--- config.mk ---
export PLATFORM = sky130hd
export DESIGN_NAME = stki_cell
export DESIGN_NICKNAME = d
export VERILOG_FILES = /design/src/hw/rtl/sorted_top_k_insert_unit_macros.svh /design/src/hw/rtl/stki_pkg.sv /design/src/hw/rtl/stki_cell.sv
export SDC_FILE = /design/constraint.sdc
export NUM_CORES = 1
export LEC_CHECK = 0
export ABC_AREA = 1
export BUFFER_PORTS_ARGS = -buffer_cell sky130_fd_sc_hd__buf_2
export CAP_MARGIN = 10
export CORE_MARGIN = 2
export CORE_UTILIZATION = 55
export DETAILED_ROUTE_END_ITERATION = 8
export PLACE_DENSITY = 0.79
export SLEW_MARGIN = 10
export SYNTH_ARGS = -nofsm -noshare
export SYNTH_HDL_FRONTEND = slang
export SYNTH_SLANG_ARGS = --single-unit
--- constraint.sdc ---
create_clock -name clk -period 5.66 [get_ports clk]
set_input_delay 0.283 -clock clk [delete_from_list [all_inputs] [get_ports clk]]
set_output_delay 0.283 -clock clk [all_outputs]
set_load 0.02 [all_outputs]
--- src/hw/rtl/sorted_top_k_insert_unit_macros.svh ---
// Assertion macros shared by the sorted top-k insert unit.
// Depends on nothing; the including module supplies clk and rst.
`ifndef SORTED_TOP_K_INSERT_UNIT_MACROS_SVH
`define SORTED_TOP_K_INSERT_UNIT_MACROS_SVH

// Check a property on every clock edge outside reset.
`define STKI_ASSERT(name, prop, msg) \
  name: assert property (@(posedge clk) disable iff (rst) (prop)) else $error(msg);

// Check a property on every clock edge, reset included.
`define STKI_ASSERT_ALWAYS(name, prop, msg) \
  name: assert property (@(posedge clk) (prop)) else $error(msg);

`endif

--- src/hw/rtl/stki_pkg.sv ---
// Shared types, sizes and helpers for the sorted top-k insert unit.
// Depends on nothing; used by every module of the unit.
`default_nettype none

package stki_pkg;

  // List geometry
  localparam int LIST_SIZE = 64;
  localparam int NUM_LISTS = 4;

  // Field widths
  localparam int SEL_W = 2;
  localparam int FIT_W = 32;
  localparam int ID_W  = 16;
  localparam int POS_W = 6;
  localparam int SUM_W = 38;

  typedef logic [SEL_W-1:0]        sel_t;
  typedef logic signed [FIT_W-1:0] fit_t;
  typedef logic [FIT_W-1:0]        mag_t;
  typedef logic [ID_W-1:0]         id_t;
  typedef logic [POS_W-1:0]        pos_t;
  typedef logic [SUM_W-1:0]        sum_t;

  // One slot as it moves down the chain
  typedef struct packed {
    logic valid;
    fit_t fit;
    id_t  id;
  } entry_t;

  // Update request to the running-sum bank
  typedef struct packed {
    logic upd;
    sel_t sel;
    mag_t add_abs;
    logic sub_valid;
    mag_t sub_abs;
  } sum_req_t;

  // Magnitude of a Q16.16 value; the most negative code gives 2^31
  function automatic mag_t fit_abs(fit_t f);
    fit_t neg;
    neg = -f;
    return f[FIT_W-1] ? mag_t'(neg) : mag_t'(f);
  endfunction

endpackage

`default_nettype wire

--- src/hw/rtl/stki_cell.sv ---
// One rank of the sorted chain: holds the slot of this rank for every list.
// Depends on stki_pkg.
`default_nettype none

module stki_cell (
  input  logic            clk,
  input  logic            rst,
  input  logic            upd,
  input  stki_pkg::sel_t  sel,
  input  stki_pkg::fit_t  new_fit,
  input  stki_pkg::id_t   new_id,
  input  logic            prev_ge,
  input  stki_pkg::entry_t prev_entry,
  output stki_pkg::entry_t cur,
  output logic            ge,
  output logic            take
);
  import stki_pkg::*;

  logic slot_valid [NUM_LISTS];
  fit_t slot_fit   [NUM_LISTS];
  id_t  slot_id    [NUM_LISTS];

  // Read the slot of the selected list
  assign cur.valid = slot_valid[sel];
  assign cur.fit   = slot_fit[sel];
  assign cur.id    = slot_id[sel];

  // Keep when at least as good; take the new entry at the boundary
  assign ge   = cur.valid && (cur.fit >= new_fit);
  assign take = !ge && prev_ge;

  // Valid flags clear on reset
  always_ff @(posedge clk) begin
    if (rst) begin
      for (int l = 0; l < NUM_LISTS; l++) begin
        slot_valid[l] <= 1'b0;
      end
    end else if (upd && !ge) begin
      slot_valid[sel] <= take ? 1'b1 : prev_entry.valid;
    end
  end

  // Payload: land the new entry or shift the neighbor down
  always_ff @(posedge clk) begin
    if (upd && !ge) begin
      slot_fit[sel] <= take ? new_fit : prev_entry.fit;
      slot_id[sel]  <= take ? new_id  : prev_entry.id;
    end
  end

endmodule

`default_nettype wire

# [Word-level counts from Yosys, hierarchy flattened]
# Memory sizes are Yosys's and may differ from the RTL's.
# Index checks and enable logic that the tools add are counted.
[totals] regBits=0 ram_bits=196 inputBits=103 output_inout_bits=51 wordCells=21 mem_count=3
[mem_list] name="slot_fit" depth=4 word_bits=32 rd=1 rd_ports_with_merged_regs=0 write_ports=1 line="stki_cell.sv:21" text="fit_t slot_fit [NUM_LISTS];"
[mem_list] name="slot_id" depth=4 word_bits=16 rd=1 rd_ports_with_merged_regs=0 write_ports=1 line="stki_cell.sv:22" text="id_t slot_id [NUM_LISTS];"
[mem_list] name="slot_valid" depth=4 word_bits=1 rd=1 rd_ports_with_merged_regs=0 write_ports=4 line="stki_cell.sv:20" text="logic slot_valid [NUM_LISTS];"
[classes] magnitude_cmp=1 mux=12 reduce_logical=5
[ops] cell="$ge A32 B32 Y1" count=1
[ops] cell="$mux W32" count=1
[ops] cell="$mux W16" count=1
[ops] cell="$mux W1" count=9
[ops] cell="$logic_and A1 B1 Y1" count=3
[ops] cell="$mux W2" count=1
[ops] cell="$logic_not A1 Y1" count=1
[ops] cell="$reduce_or A1 Y1" count=1

# [Logic depth before layout (Yosys ltp)]
# An unclocked memory read counts as a cell.
[depth] ltp_word=10 mapped_depth=26

# [Worst setup path before layout]
# No wires, ideal clock.
[synth_timing] path_kind="input to register" from="input port sel[1]" to="memory slot_fit[0][0] (netlist bit) (enable)" setup_ps=454 arrival_ps=4566 required_ps=5206 setup_slack_ps=640 stages=17 path_buffers=2 path_cell_list="inv_1 -> nor2_1 -> clkbuf_1 -> clkbuf_1 -> nand2_1 -> nand3_1 -> ha_1 -> a21oi_1 -> o21a_1 -> nand2_1 -> a21oi_1 -> nand2_1 -> nand2_1 -> nand3_1 -> nand2_2 -> nand2_2 -> nor2_1"
[synth_lines] element="from (decl)" line="stki_cell.sv:9" text="input stki_pkg::sel_t sel,"
[synth_lines] element="to (decl)" line="stki_cell.sv:21"

# [Worst setup path in the final report]
[layout_timing] from="input port sel[1]" to="output port take"
[layout_via] elab_chain_len=5 elab_cells_between_ends=6 classes_between="order compare: 1; reduce/logical: 3; memory: 2"
[layout_lines] element="$mem_v2 Z4 W32"
[layout_lines] element="$ge A32 B32 Y1" line="stki_cell.sv:30" text="assign ge = cur.valid && (cur.fit >= new_fit);"
[layout_lines] element="$logic_and A1 B1 Y1 *" line="stki_cell.sv:30"
[layout_lines] element="$logic_not A1 Y1 *" line="stki_cell.sv:31" text="assign take = !ge && prev_ge;"
[layout_lines] element="$logic_and A1 B1 Y1 *" line="stki_cell.sv:31"
[layout_lines] element="to (decl)" line="stki_cell.sv:16" text="output logic take"
# Every way passes the cells marked *; elsewhere a longest branch is shown, timed or not.

==> impl_results.md <==
- Via count: 5826
- MaxCap Viol Count: 0
- Die Span X: 128.1 µm
- Crit-path cells: buf_2 > inv_1 > nand2_1 > inv_2 > a22oi_1 > nand3_1 > ha_1 > nand2_1 > nor2_1 > nand4_1 > nor3b_2 > nand2_1 > nand2_1 > nand2_1 > nand3_1 > nand2_2 > nand2_4 > inv_4 > buf_2
- H-tree depth: 4
- Crit end category: output pin
- Clock Skew: 0.007378 ns
- Post-synth EDFFs: 196
- Initial drt markers: 489
- DR pass1 iterations: 5
- Layout cell share with drive strength beyond 1: 0.2488
- Hold buffers post-CTS: 0
- Clk_lat worst skew: 0.42 ns
- Footprint of the multi-input gates: 0.002300 mm²
- Port Buffer Count: 153
- Vias in the first global route: 5598
- Crit-path leading delay family: simple AND/OR/NAND/NOR gates
- Post-synthesis sequential area ratio: 0.6943
- CTS tree: done
- WHS: 0.1974 ns
- Synth warn: 0
- Fmax: 229.3 MHz
- Final WL: 19200 µm
- Gr usage total: 0.2401
- Worst Tran Pin Value: 0.9118 ns
- Number of gates resized after CTS: 0
- Hold Path Class: input pin to flip-flop
- Clock sinks: 196
- Area added between synthesis and finish: 18.42%
- Synth Cell Area: 0.008477 mm²
- Worst vdd ir: 172.5 µV
- Worst Path Required: 5.38 ns
- Num ports: 154
- Max FO, Critical Path: 81
- Post-Syn Instances: 685
- Most frequent cells in the layout: edfxtp_1 (196), nand2_1 (194), buf_2 (153), a22oi_1 (72), inv_1 (48)
- Post-CTS Repair Setup Buffers: 0
- Global-route wire length before repair: 29280 µm
- Most Frequent Cell on Critical Path: nand2_1
- RSZ-0062 raised after global routing: no
- Reg area: 0.005886 mm²
- Die Ht: 128.1 µm
- Max Transition Viols Final: 0
- DIE AREA: 0.01642 mm²
- #FFs+latches synth: 196
- Netlist cell types: 24
- Commonest non-fill, non-tap cell in the layout: edfxtp_1
- RePlAce Congestion: 0.8318
- Final Hold Viols: 0
- Fin nets: 976
- Antenna Nets Post-Route: 0
- Clock transition at path regs: 0.06 ns
- Setup TNS: 0 ns
- Clock buffer count from CTS: 17
- Final setup vio count: 0
- Top FF cell, synth: edfxtp_1
- CTS root buf: clkbuf_16
- FP Rows: 45
- Via/cell ratio: 5.602
- DRC errors left: 0
- Status: finished clean
- Worst path arrival time: 4.08 ns
- Async S/R FF share, synth: 0
- Final period utilization: 0.7705
- Critical path class: input pin to output pin
- CP Launch Type: input pin
- Initial antenna violation count: 0
- DP Wirelength: 12730 µm
- Leak pwr: 4.156 nW
- Minimum clock period after layout: 4.361 ns
- Largest net degree at the start of global routing: 82
- N_diodes: 0
- Pwr/cell area: 322.2 mW/mm²
- Routed length per instance: 18.46 µm
- Gr ovfl total: 0
- Maximum root-to-sink buffer count: 2
- Core area: 0.01515 mm²
- Worst rel slew slack: 0.3922
- Largest stage delay, worst path: 0.66 ns
- WP buf/inv: 5
- Filler cell count: 1099
- Syn Nets: 820
- Initial Utilization: 0.5597
- Post-Syn Area per Cell: 12.38 µm²
- Slowest CP cell: nand2_4
==> state kept, by name, indices dropped and copies added, names as in the netlist <==
| signal | cells |
|---|---|
| slot_id | 64 |
| slot_valid | 4 |
| slot_fit | 128 |
==> metal layers <==
| layer | vias up | part of all wire | track usage |
|---|---|---|---|
| met3 | 24 | 0.062 | 0.04633 |
| met1 | 2787 | 0.44 | 0.3273 |
| met5 | - | 0 | 0 |
| met2 | 239 | 0.49 | 0.3960 |
| met4 | 0 | 0.012 | 0.07369 |
| li1 | 2776 | - | - |
==> final timing paths <==
kind	slack, ns	to	from	cells after the start
max	1.30	take	sel[1]	19
min	0.20	slot_id[1][15]$_DFFE_PP_	new_id[15]	3
max reg2reg	2.09	slot_id[0][14]$_DFFE_PP_	slot_fit[0][31]$_DFFE_PP_	16
min reg2reg	1.20	slot_valid[3]$_DFFE_PP_	slot_valid[2]$_SDFFCE_PN0P_	5
==> Yosys cell counts (3+ instances only) <==
library cell	n	area, µm²
clkbuf_1	16	60.06
a21oi_1	14	70.07
buf_2	3	15.01
nor2_1	14	52.55
edfxtp_1	196	5886
buf_4	4	30.03
o21ai_1	31	155.2
inv_1	50	187.7
nand2_1	194	728.2
nand2_4	3	33.78
nand4_1	4	25.02
buf_1	4	15.01
nand3_1	28	140.1
a22oi_1	72	540.5
o21ai_0	6	30.03
nor2_2	4	25.02
ha_1	32	400.4
==> cell type report <==
type	count	share of cell area
clock buffer	19	0.04313
clock inverter	11	0.008974
inverter	51	0.01932
multi-input combinational	409	0.2291
sequential	196	0.5863
tap	188	0.02343
timing repair buffer	166	0.08974
==> power by group <==
group,switching [mW],internal [mW]
logic,0.299,0.136
registers,0.0151,1.70
clock network,0.493,0.595
total,0.807,2.43
==> worst reg2reg max path, cell delays in order, from the launching register on <==
cell and delay (ns):
edfxtp_1 0.37, a22oi_1 0.20, nand3_1 0.17, ha_1 0.40, nand2_1 0.11, nor2_2 0.13, nand2_1 0.09, nor3b_2 0.27
nand2_1 0.11, nand2_1 0.06, nand2_1 0.05, nand3_1 0.09, nand2_2 0.10, nand2_4 0.66, inv_4 0.24, nand2_1 0.12
nand2_1 0.12
==> through the flow <==
| step | instances | area [µm²] | setup slack (ns) | power (mW) | util |
|---|---|---|---|---|---|
| CTS | 1040 | 10040 | 1.304 | 3.240 | 0.6628 |
| floorplan | 685 | 8477 | 0.6403 | 2.009 | - |
| global placement | 1010 | 9515 | 1.410 | 2.162 | 0.6283 |
| global route | 1040 | 10040 | 0.8420 | 3.346 | 0.6628 |
| finish | 1040 | 10040 | 1.299 | 3.235 | 0.6628 |
| detailed placement | 1010 | 9515 | 1.310 | 2.176 | 0.6283 |
==> cells by family (layout without fill, tap and decap cells) <==
group / after synthesis / after routing / synth area share
AND/OR/NAND/NOR: 251 / 251 / 0.1222
flip-flops: 196 / 196 / 0.6943
AO/OA/AOI/OAI: 126 / 126 / 0.09653
buffers and inverters: 80 / 247 / 0.03970
adder cells (fa/ha/maj): 32 / 32 / 0.04723
(Power assumes the default switching activity.)
