`config.mk`:
```
export PLATFORM = sky130hd
export DESIGN_NAME = stki_sum
export DESIGN_NICKNAME = d
export VERILOG_FILES = /design/src/hw/rtl/sorted_top_k_insert_unit_macros.svh /design/src/hw/rtl/stki_pkg.sv /design/src/hw/rtl/stki_sum.sv
export SDC_FILE = /design/constraint.sdc
export NUM_CORES = 1
export LEC_CHECK = 0
export ABC_AREA = 1
export ABC_CLOCK_PERIOD_IN_PS = 6300
export BUFFER_PORTS_ARGS = -buffer_cell sky130_fd_sc_hd__clkbuf_2
export CORE_UTILIZATION = 45
export DETAILED_ROUTE_END_ITERATION = 16
export PLACE_DENSITY = 0.74
export RECOVER_POWER = 50
export SLEW_MARGIN = 20
export SYNTH_ARGS = -nofsm -noshare
export SYNTH_HDL_FRONTEND = slang
export SYNTH_SLANG_ARGS = --single-unit
```
`constraint.sdc`:
```
create_clock -name clk -period 6.3 [get_ports clk]
set_clock_uncertainty 0.05 [all_clocks]
set_input_delay 1.26 -clock clk [delete_from_list [all_inputs] [get_ports clk]]
set_output_delay 1.26 -clock clk [all_outputs]
set_load 0.1 [all_outputs]
```
`src/hw/rtl/sorted_top_k_insert_unit_macros.svh`:
```
// Assertion macros shared by the sorted top-k insert unit.
// Depends on nothing; the including module supplies clk and rst.
`ifndef SORTED_TOP_K_INSERT_UNIT_MACROS_SVH
`define SORTED_TOP_K_INSERT_UNIT_MACROS_SVH

// Check a property on every clock edge outside reset.
`define STKI_ASSERT(name, prop, msg) \
  name: assert property (@(posedge clk) disable iff (rst) (prop)) else $error(msg);

// Check a property on every clock edge, reset included.
`define STKI_ASSERT_ALWAYS(name, prop, msg) \
  name: assert property (@(posedge clk) (prop)) else $error(msg);

`endif

```
`src/hw/rtl/stki_pkg.sv`:
```
// Shared types, sizes and helpers for the sorted top-k insert unit.
// Depends on nothing; used by every module of the unit.
`default_nettype none

package stki_pkg;

  // List geometry
  localparam int LIST_SIZE = 64;
  localparam int NUM_LISTS = 4;

  // Field widths
  localparam int SEL_W = 2;
  localparam int FIT_W = 32;
  localparam int ID_W  = 16;
  localparam int POS_W = 6;
  localparam int SUM_W = 38;

  typedef logic [SEL_W-1:0]        sel_t;
  typedef logic signed [FIT_W-1:0] fit_t;
  typedef logic [FIT_W-1:0]        mag_t;
  typedef logic [ID_W-1:0]         id_t;
  typedef logic [POS_W-1:0]        pos_t;
  typedef logic [SUM_W-1:0]        sum_t;

  // One slot as it moves down the chain
  typedef struct packed {
    logic valid;
    fit_t fit;
    id_t  id;
  } entry_t;

  // Update request to the running-sum bank
  typedef struct packed {
    logic upd;
    sel_t sel;
    mag_t add_abs;
    logic sub_valid;
    mag_t sub_abs;
  } sum_req_t;

  // Magnitude of a Q16.16 value; the most negative code gives 2^31
  function automatic mag_t fit_abs(fit_t f);
    fit_t neg;
    neg = -f;
    return f[FIT_W-1] ? mag_t'(neg) : mag_t'(f);
  endfunction

endpackage

`default_nettype wire

```
`src/hw/rtl/stki_sum.sv`:
```
// Running absolute-fitness sums, one per list.
// Depends on stki_pkg.
`default_nettype none

module stki_sum (
  input  logic              clk,
  input  logic              rst,
  input  stki_pkg::sum_req_t req,
  output stki_pkg::sum_t    sum_sel
);
  import stki_pkg::*;

  sum_t sums [NUM_LISTS];
  sum_t sum_cur;
  sum_t sum_next;

  // Drop the evicted magnitude, add the new one, wrap at the sum width
  assign sum_cur  = sums[req.sel];
  assign sum_next = sum_cur
                    - (req.sub_valid ? SUM_W'(req.sub_abs) : '0)
                    + SUM_W'(req.add_abs);
  assign sum_sel  = req.upd ? sum_next : sum_cur;

  always_ff @(posedge clk) begin
    if (rst) begin
      for (int l = 0; l < NUM_LISTS; l++) begin
        sums[l] <= '0;
      end
    end else if (req.upd) begin
      sums[req.sel] <= sum_next;
    end
  end

endmodule

`default_nettype wire

```
; ---- Yosys cells after proc, flatten, opt, wreduce, memory -nomap -nowiden
; Memories as Yosys holds them, arrays and structs flattened.
; Index checks and enable logic that the tools add are counted.
[op_classes]
n_addsub = 2
muxes = 10
reduce_logical = 1
[op_table]
columns = op, count
row1 = 2-to-1 mux 38 bit, 2
row2 = adder 38 x 32 -> 38 bit, 1
row3 = OR reduction 38 bit, 1
row4 = subtractor 38 x 32 -> 38 bit, 1
row5 = 2-to-1 mux 32 bit, 1
row6 = 2-to-1 mux 1 bit, 6
row7 = 2-to-1 mux 2 bit, 1
[totals]
register_bits = 0
ramBits = 152
inputBits = 70
out_inout_bits = 38
word_cells = 14
n_memories = 1
[mem_list]
columns = name, depth, width, read_ports, rd_ports_with_merged_regs, write_ports, line
row1 = sums, 4, 38, 1, 0, 4, stki_sum.sv:13  ; sum_t sums [NUM_LISTS];

; ---- Depth between registers and ports, before layout
; Gate-level depths: netlist of run 1.
[logic_depth]
ltp_word = 5
ltp_mapped = 23
ltp_nobuf = 21

; ---- Worst setup path after synthesis of run 1
; OpenSTA, ideal clock, no wires.
[synth_timing]
path_type = input to output
start = in req[66] in the netlist's numbering
end = out sum_sel[16]
arrival_time_ns = 5.179
t_required_ns = 4.990
slack_ns = -0.189
path_stages = 19
n_path_buf = 3
path_cell_list = buf_6 nand2_4 inv_2 buf_6 buf_6 a221oi_1 fa_1 inv_1 ha_1 nand2_1 inv_1 nand2_1 nand2_1 inv_1 nor2_1 nor2_1 nand2_2 xnor2_1 mux2i_1
[synth_via]
elab_chain_len = 4
[synth_rtl]
columns = item, line
row1 = "start, declared", stki_sum.sv:8  ; input stki_pkg::sum_req_t req,
row2 = memory (4 x 38 bit) *, -
row3 = subtractor 38 x 32 -> 38 bit, stki_sum.sv:20  ; - (req.sub_valid ? SUM_W'(req.sub_abs) : '0)
row4 = adder 38 x 32 -> 38 bit, stki_sum.sv:21  ; + SUM_W'(req.add_abs);
row5 = 2-to-1 mux 38 bit *, stki_sum.sv:22  ; assign sum_sel = req.upd ? sum_next : sum_cur;
row6 = "end, declared", stki_sum.sv:9  ; output stki_pkg::sum_t sum_sel
; Every way passes the cells marked *; elsewhere a longest branch is shown, timed or not.

; ---- Final worst setup path of run 1
[layout_timing]
start = in req[66] in the netlist's numbering
end = out sum_sel[15]
; Same word-level chain as after synthesis.

==> results of run 1 <==
[cell usage after synthesis, types with 16 or more instances]
library cell | n | share of area
edfxtp_1 | 152 | 0.42
a21oi_1 | 45 | 0.021
a221oi_1 | 19 | 0.015
fa_1 | 32 | 0.059
clkbuf_1 | 20 | 0.0069
ha_1 | 38 | 0.043
o21ai_0 | 22 | 0.010
inv_1 | 250 | 0.086
nor2_1 | 254 | 0.087
buf_2 | 16 | 0.0073
nand3_1 | 40 | 0.018
nand2_1 | 365 | 0.13
[cell families (layout without fill, tap and decap cells)]
| logic type | after synthesis | count (layout) | synth area share |
|---|---|---|---|
| simple gates | 717 | 717 | 0.267 |
| mux | 8 | 8 | 0.00732 |
| buf+inv | 301 | 428 | 0.110 |
| fa+ha+maj | 70 | 70 | 0.102 |
| flops | 152 | 152 | 0.417 |
| compound gates | 127 | 127 | 0.0792 |
| xor+xnor | 20 | 20 | 0.0174 |
[through the flow]
stage	hold WS, ps	power, W
2_1_floorplan	850	0.00305
3_3_place_gp	902	0.00394
3_5_place_dp	923	0.00396
4_1_cts	940	0.00504
5_1_grt	1040	0.00531
6_report	948	0.00509
[per-layer routing]
layer	GRT usage	wire, um	part of all wire	up-vias
met2	0.420	14900	0.47	503
met5	0	0	0	-
met4	0.0680	559	0.018	0
met3	0.0435	2900	0.092	46
met1	0.362	13300	0.42	4505
li1	-	-	-	4615
[worst paths after layout]
path,endpoint,depth (start not counted),slack [ps],start
setup / recovery,sum_sel[15],17,190,req[66]
hold / removal,sums[0][37],7,950,sums[2][37]
hold reg to reg,sums[0][37],7,950,sums[2][37]
setup reg to reg,sums[0][34],14,2750,sums[1][21]
[final cells by class]
| type | instances | area, um^2 | share of cell area |
|---|---|---|---|
| Tap cell | 319 | 399 | 0.0302 |
| Sequential cell | 152 | 4560 | 0.346 |
| Multi-Input combinational cell | 942 | 5320 | 0.403 |
| Timing Repair Buffer | 140 | 1320 | 0.0998 |
| Clock buffer | 18 | 429 | 0.0325 |
| Clock inverter | 14 | 196 | 0.0149 |
| Inverter | 256 | 976 | 0.0739 |
[tightest hold or removal path, cell delays in order, from the launching register on]
cell and delay [ps]:
edfxtp_1 320, nand2_1 50, nand2_1 70, nor2_1 60, xnor2_1 130, nand2_1 100
nand2_2 70, nor2_1 80
[power by group]
group / internal, W / switching (W) / total, W
sequential: 0.00123 / 0.0000303 / 0.00126
clock: 0.000667 / 0.000420 / 0.00109
combinational: 0.000867 / 0.00187 / 0.00274
total: 0.00276 / 0.00232 / 0.00509
==> flow_metrics.env, run 1 <==
export IMPL_start_util=0.462
export IMPL_violations="max-capacitance violations, max-slew violations"
export IMPL_synth_edff_count=152
export IMPL_total_leakage_power_nw=6.54
export IMPL_clock_sinks=152
export IMPL_fp_dieW_um=158
export IMPL_cts_buffers_inserted=17
export IMPL_tightest_slew_ps=2710
export IMPL_antenna_cells=0
export IMPL_syn_nets=1535
export IMPL_hold_viol=0
export IMPL_path_clk_slew_ps=60
export IMPL_crit_type="input pin to output pin"
export IMPL_grtUsageTotal=0.260
export IMPL_yosys_warnings=0
export IMPL_drc=0
export IMPL_clkLatencyLatePin_ps=430
export IMPL_place_ws_ps=200
export IMPL_routed_wl_um=31600
export IMPL_nets=1649
export IMPL_grt_max_degree=52
export IMPL_fillers=2162
export IMPL_core_area_um2=23700
export IMPL_ys_seq_area_frac=0.417
export IMPL_synth_cells=1395
export IMPL_port_buffers=107
export IMPL_ys_flop_type="edfxtp_1"
export IMPL_design_area_um2=13200
export IMPL_cp_num_buf_inv=5
export IMPL_required_ps=4990
export IMPL_drive_gt1_frac=0.156
export IMPL_dr_total_vias=9669
export IMPL_cts_htree_levels=4
export IMPL_path_cells="clkbuf_2 > nand2_2 > inv_8 > buf_4 > a221oi_1 > fa_1 > inv_1 > ha_1 > nand3_1 > nand3_1 > nand2_1 > nand3_2 > nand2_1 > nand2_2 > xnor2_2 > mux2i_2 > buf_12"
export IMPL_drtPass1Iterations=5
export IMPL_drv_cap=6
export IMPL_peakVddDrop_mv=0.225
export IMPL_cts_hold_buffers=0
export IMPL_placed_cell_area_um2=12500
export IMPL_regMostFlops="sums"
export IMPL_hp_class="register to register"
export IMPL_antenna_found_initial=0
export IMPL_die_y_um=158
export IMPL_syn2layout_area_growth_pct=20.7
export IMPL_grt_pass1_wl_um=48600
export IMPL_rows=56
export IMPL_power_density_nw_per_um2=385
export IMPL_yosysUniqueCellTypes=40
export IMPL_cp_max_fo=32
export IMPL_ctsRootBufferMaster="clkbuf_16"
export IMPL_critPathTopFamily="simple AND/OR/NAND/NOR gates"
export IMPL_via_per_inst=5.25
export IMPL_ys_ff_latch=152
export IMPL_synth_area_um2=10900
export IMPL_timing_fmax_mhz=164
export IMPL_final_cell_mix="365 x nand2_1, 254 x nor2_1, 251 x inv_1"
export IMPL_cp_arrival_ps=4800
export IMPL_max_stage_delay_ps=480
export IMPL_grt_ovfl_total=0
export IMPL_drt_initial_drc_count=944
export IMPL_final_setup_worst_slack_ps=193
export IMPL_synth_avg_cell_area_um2=7.84
export IMPL_outcome="finished, violations left"
export IMPL_grt_pass1_vias=9172
export IMPL_final_util=0.557
export IMPL_wl_per_cell_um=17.2
export IMPL_cp_slowest_cell="fa_1"
export IMPL_routabilityCongestion=0.916
export IMPL_finalNonFillerCells=1841
export IMPL_crit_path_start_kind="input pin"
export IMPL_cts_tree="done"
export IMPL_pin_count=108
export IMPL_setup_tns_ps=0
export IMPL_hpwl_um=22700
export IMPL_rsz0062_at_grt="false"
export IMPL_relSlewSlack=-0.827
export IMPL_cts_resized=0
export IMPL_period_share=0.969
export IMPL_async_reset_ff_frac=0
export IMPL_reg_top3="sums: 152 flops"
export IMPL_end_kind="output pin"
export IMPL_dpl_cell_count=1809
export IMPL_drv_slew=208
export IMPL_setup_viol=0
export IMPL_antenna_left=0
export IMPL_finalCriticalPeriod_ps=6110
export IMPL_clock_path_buffers=2
export IMPL_mostFrequentLayoutCell="nand2_1"
export IMPL_cts_setup_buffers=0
export IMPL_design_die_area_um2=24900
export IMPL_largest_reg_flops=152
No activity file was read; power rests on OpenSTA's default activity.
==> run 2, diff against run 1 <==
--- a/config.mk
+++ b/config.mk
@@ -8,9 +8,11 @@
 export ABC_AREA = 1
 export ABC_CLOCK_PERIOD_IN_PS = 6300
 export BUFFER_PORTS_ARGS = -buffer_cell sky130_fd_sc_hd__clkbuf_2
-export CORE_UTILIZATION = 45
+export CELL_PAD_IN_SITES_DETAIL_PLACEMENT = 1
+export CELL_PAD_IN_SITES_GLOBAL_PLACEMENT = 2
+export CORE_UTILIZATION = 36
 export DETAILED_ROUTE_END_ITERATION = 16
-export PLACE_DENSITY = 0.74
+export PLACE_DENSITY = 0.93
 export RECOVER_POWER = 50
 export SLEW_MARGIN = 20
 export SYNTH_ARGS = -nofsm -noshare
==> run 2 against run 1 <==
  * The flow still finishes with violations (max-capacitance violations, max-slew violations)
  * Critical path depth unchanged
  * Sequential power about the same
  * Wire length up 16%
  * Hold slack better by 120 ps
  * Die area up 25%
  * Register-to-register slack worse by 20 ps
  * Critical path type unchanged
  * Largest cell class unchanged
==> flow_metrics.env, run 2 (synthesized netlist as in run 1, its figures left out) <==
export IMPL_cp_max_fo=9
export IMPL_peakVddDrop_mv=0.231
export IMPL_cp_num_buf_inv=5
export IMPL_largest_reg_flops=152
export IMPL_drv_slew=198
export IMPL_combinationalPowerShare=0.556
export IMPL_mostFrequentLayoutCell="nand2_1"
export IMPL_clock_path_buffers=2
export IMPL_crit_path_start_kind="input pin"
export IMPL_reg_top3="sums: 152 flops"
export IMPL_finalCriticalPeriod_ps=6070
export IMPL_final_cell_mix="364 x nand2_1, 253 x nor2_1, 251 x inv_1"
export IMPL_outcome="finished, violations left"
export IMPL_cts_htree_levels=4
export IMPL_drt_initial_drc_count=610
export IMPL_clkLatencyLatePin_ps=440
export IMPL_crit_type="input pin to output pin"
export IMPL_cts_hold_buffers=0
export IMPL_p_total_w=0.00518
export IMPL_min_path_cells=7
export IMPL_power_density_nw_per_um2=387
export IMPL_reg2regPathDepth=16
export IMPL_r2r_start="sums[0][19]"
export IMPL_worst_r2r_endpoint="sums[1][34]"
export IMPL_rows=63
export IMPL_seqPwrFrac=0.244
export IMPL_path_clk_slew_ps=70
export IMPL_grtUsageTotal=0.242
export IMPL_total_leakage_power_nw=6.62
export IMPL_antenna_cells=0
export IMPL_antenna_left=0
export IMPL_relSlewSlack=-0.564
export IMPL_cp_num_cells=17
export IMPL_switching_share=0.475
export IMPL_holdPathEnd="sums[3][37]"
export IMPL_power_switching_w=0.00246
export IMPL_drive_gt1_frac=0.170
export IMPL_antenna_found_initial=0
export IMPL_r2r_slack_ps=2730
export IMPL_drv_cap=6
export IMPL_grt_pass1_vias=10200
export IMPL_violations="max-capacitance violations, max-slew violations"
export IMPL_drtPass1Iterations=5
export IMPL_syn2layout_area_growth_pct=22.3
export IMPL_critPathTopFamily="simple AND/OR/NAND/NOR gates"
export IMPL_cp_slowest_cell="fa_1"
export IMPL_tightest_slew_ps=2320
export IMPL_clkPwrFrac=0.200
export IMPL_routed_wl_um=36600
export IMPL_multiInputGateArea_um2=5300
export IMPL_die_y_um=176
export IMPL_max_stage_delay_ps=510
export IMPL_wl_per_cell_um=19.0
export IMPL_pin_count=108
export IMPL_grt_ovfl_total=0
export IMPL_cts_setup_buffers=0
export IMPL_end_kind="output pin"
export IMPL_hold_viol=0
export IMPL_cts_tree="done"
export IMPL_period_share=0.964
export IMPL_min_from="sums[2][37]"
export IMPL_timing_fmax_mhz=165
export IMPL_rsz0062_at_grt="false"
export IMPL_path_cells="clkbuf_2 > nand2_4 > inv_2 > buf_4 > a221oi_2 > fa_1 > inv_1 > ha_1 > nand3_1 > nand3_1 > nand2_1 > nand3_2 > nand2_1 > nand2_2 > xnor2_2 > mux2i_2 > buf_12"
export IMPL_dr_total_vias=9748
export IMPL_fillers=3613
export IMPL_drc=0
export IMPL_clock_sinks=152
export IMPL_p_int_w=0.00272
export IMPL_ctsRootBufferMaster="clkbuf_16"
export IMPL_setup_tns_ps=0
export IMPL_hp_class="register to register"
export IMPL_start_util=0.367
export IMPL_final_setup_worst_slack_ps=227
export IMPL_routabilityCongestion=0.868
export IMPL_grt_pass1_wl_um=56700
export IMPL_via_per_inst=5.06
export IMPL_cts_buffers_inserted=17
export IMPL_setup_viol=0
export IMPL_place_ws_ps=28.9
export IMPL_ff_latch_area_um2=4560
export IMPL_fp_dieW_um=176
export IMPL_hpwl_um=27100
export IMPL_grt_max_degree=52
export IMPL_design_die_area_um2=31100
export IMPL_cp_arrival_ps=4760
export IMPL_regMostFlops="sums"
export IMPL_required_ps=4990
export IMPL_port_buffers=107
export IMPL_nets=1665
export IMPL_core_area_um2=29800
## run 2: changes by cell type in the layout (fill, tap and decap cells not counted), sizes merged
cell,delta
buf,+19
bufinv,-3
clkbuf,-4
clkinv,-3
clkinvlp,-2
inv,+9
## run 2: worst min-delay path: stages (launching register included)
cell      delay, ps
edfxtp_1        330
nand2_1          50
nand2_1          80
nor2_1           50
xnor2_1         180
nand2_1         120
nand2_2          90
nor2_1          100
## run 2: routing by layer
| metal | up-vias | wire length, um | track usage |
|---|---|---|---|
| li1 | 4638 | - | - |
| met1 | 4810 | 16300 | 0.324 |
| met2 | 259 | 17900 | 0.421 |
| met3 | 41 | 1770 | 0.0243 |
| met4 | 0 | 599 | 0.0558 |
| met5 | - | 0 | 0 |
## run 2: repair_timing
action / CTS / global route
resized for setup: 1 / 16
setup endpoints to repair: 1 / 23
cloned: 0 / 0
## run 2: area by class of cell
cell class | instances | area share
clock buffers | 17 | 0.0318
multi-input cells | 942 | 0.396
inverters | 256 | 0.0727
repair buffers | 156 | 0.109
clock inverters | 15 | 0.0122
flip-flops and latches | 152 | 0.341
well taps | 390 | 0.0365
## run 2: worst max path at each step
stage / startpoint / endpoint / slack (ps)
3_5_place_dp: req[66] / sum_sel[11] / 30
6_report: req[66] / sum_sel[15] / 230
5_1_grt: req[65] / sum_sel[37] / 10
3_3_place_gp: req[66] / sum_sel[11] / 60
2_1_floorplan: req[65] / sum_sel[4] / 40
4_1_cts: req[66] / sum_sel[15] / 40
## run 2: power by group through the flow
stage | sequential, W | clock [W] | combinational, W
2_1_floorplan | 0.00127 | 0 | 0.00179
3_3_place_gp | 0.00127 | 0 | 0.00279
3_5_place_dp | 0.00128 | 0 | 0.00284
4_1_cts | 0.00126 | 0.00104 | 0.00286
5_1_grt | 0.00127 | 0.00107 | 0.00307
6_report | 0.00126 | 0.00104 | 0.00288
## run 2: metrics by stage
stage | hold slack, ps | cells | area, um^2 | util
finish | 1070 | 1928 | 13400 | 0.449
CTS | 1060 | 1928 | 13300 | 0.447
global route | 1120 | 1928 | 13400 | 0.449
floorplan | 850 | 1395 | 11000 | -
global placement | 991 | 1896 | 12700 | 0.427
detailed placement | 1010 | 1896 | 12700 | 0.427
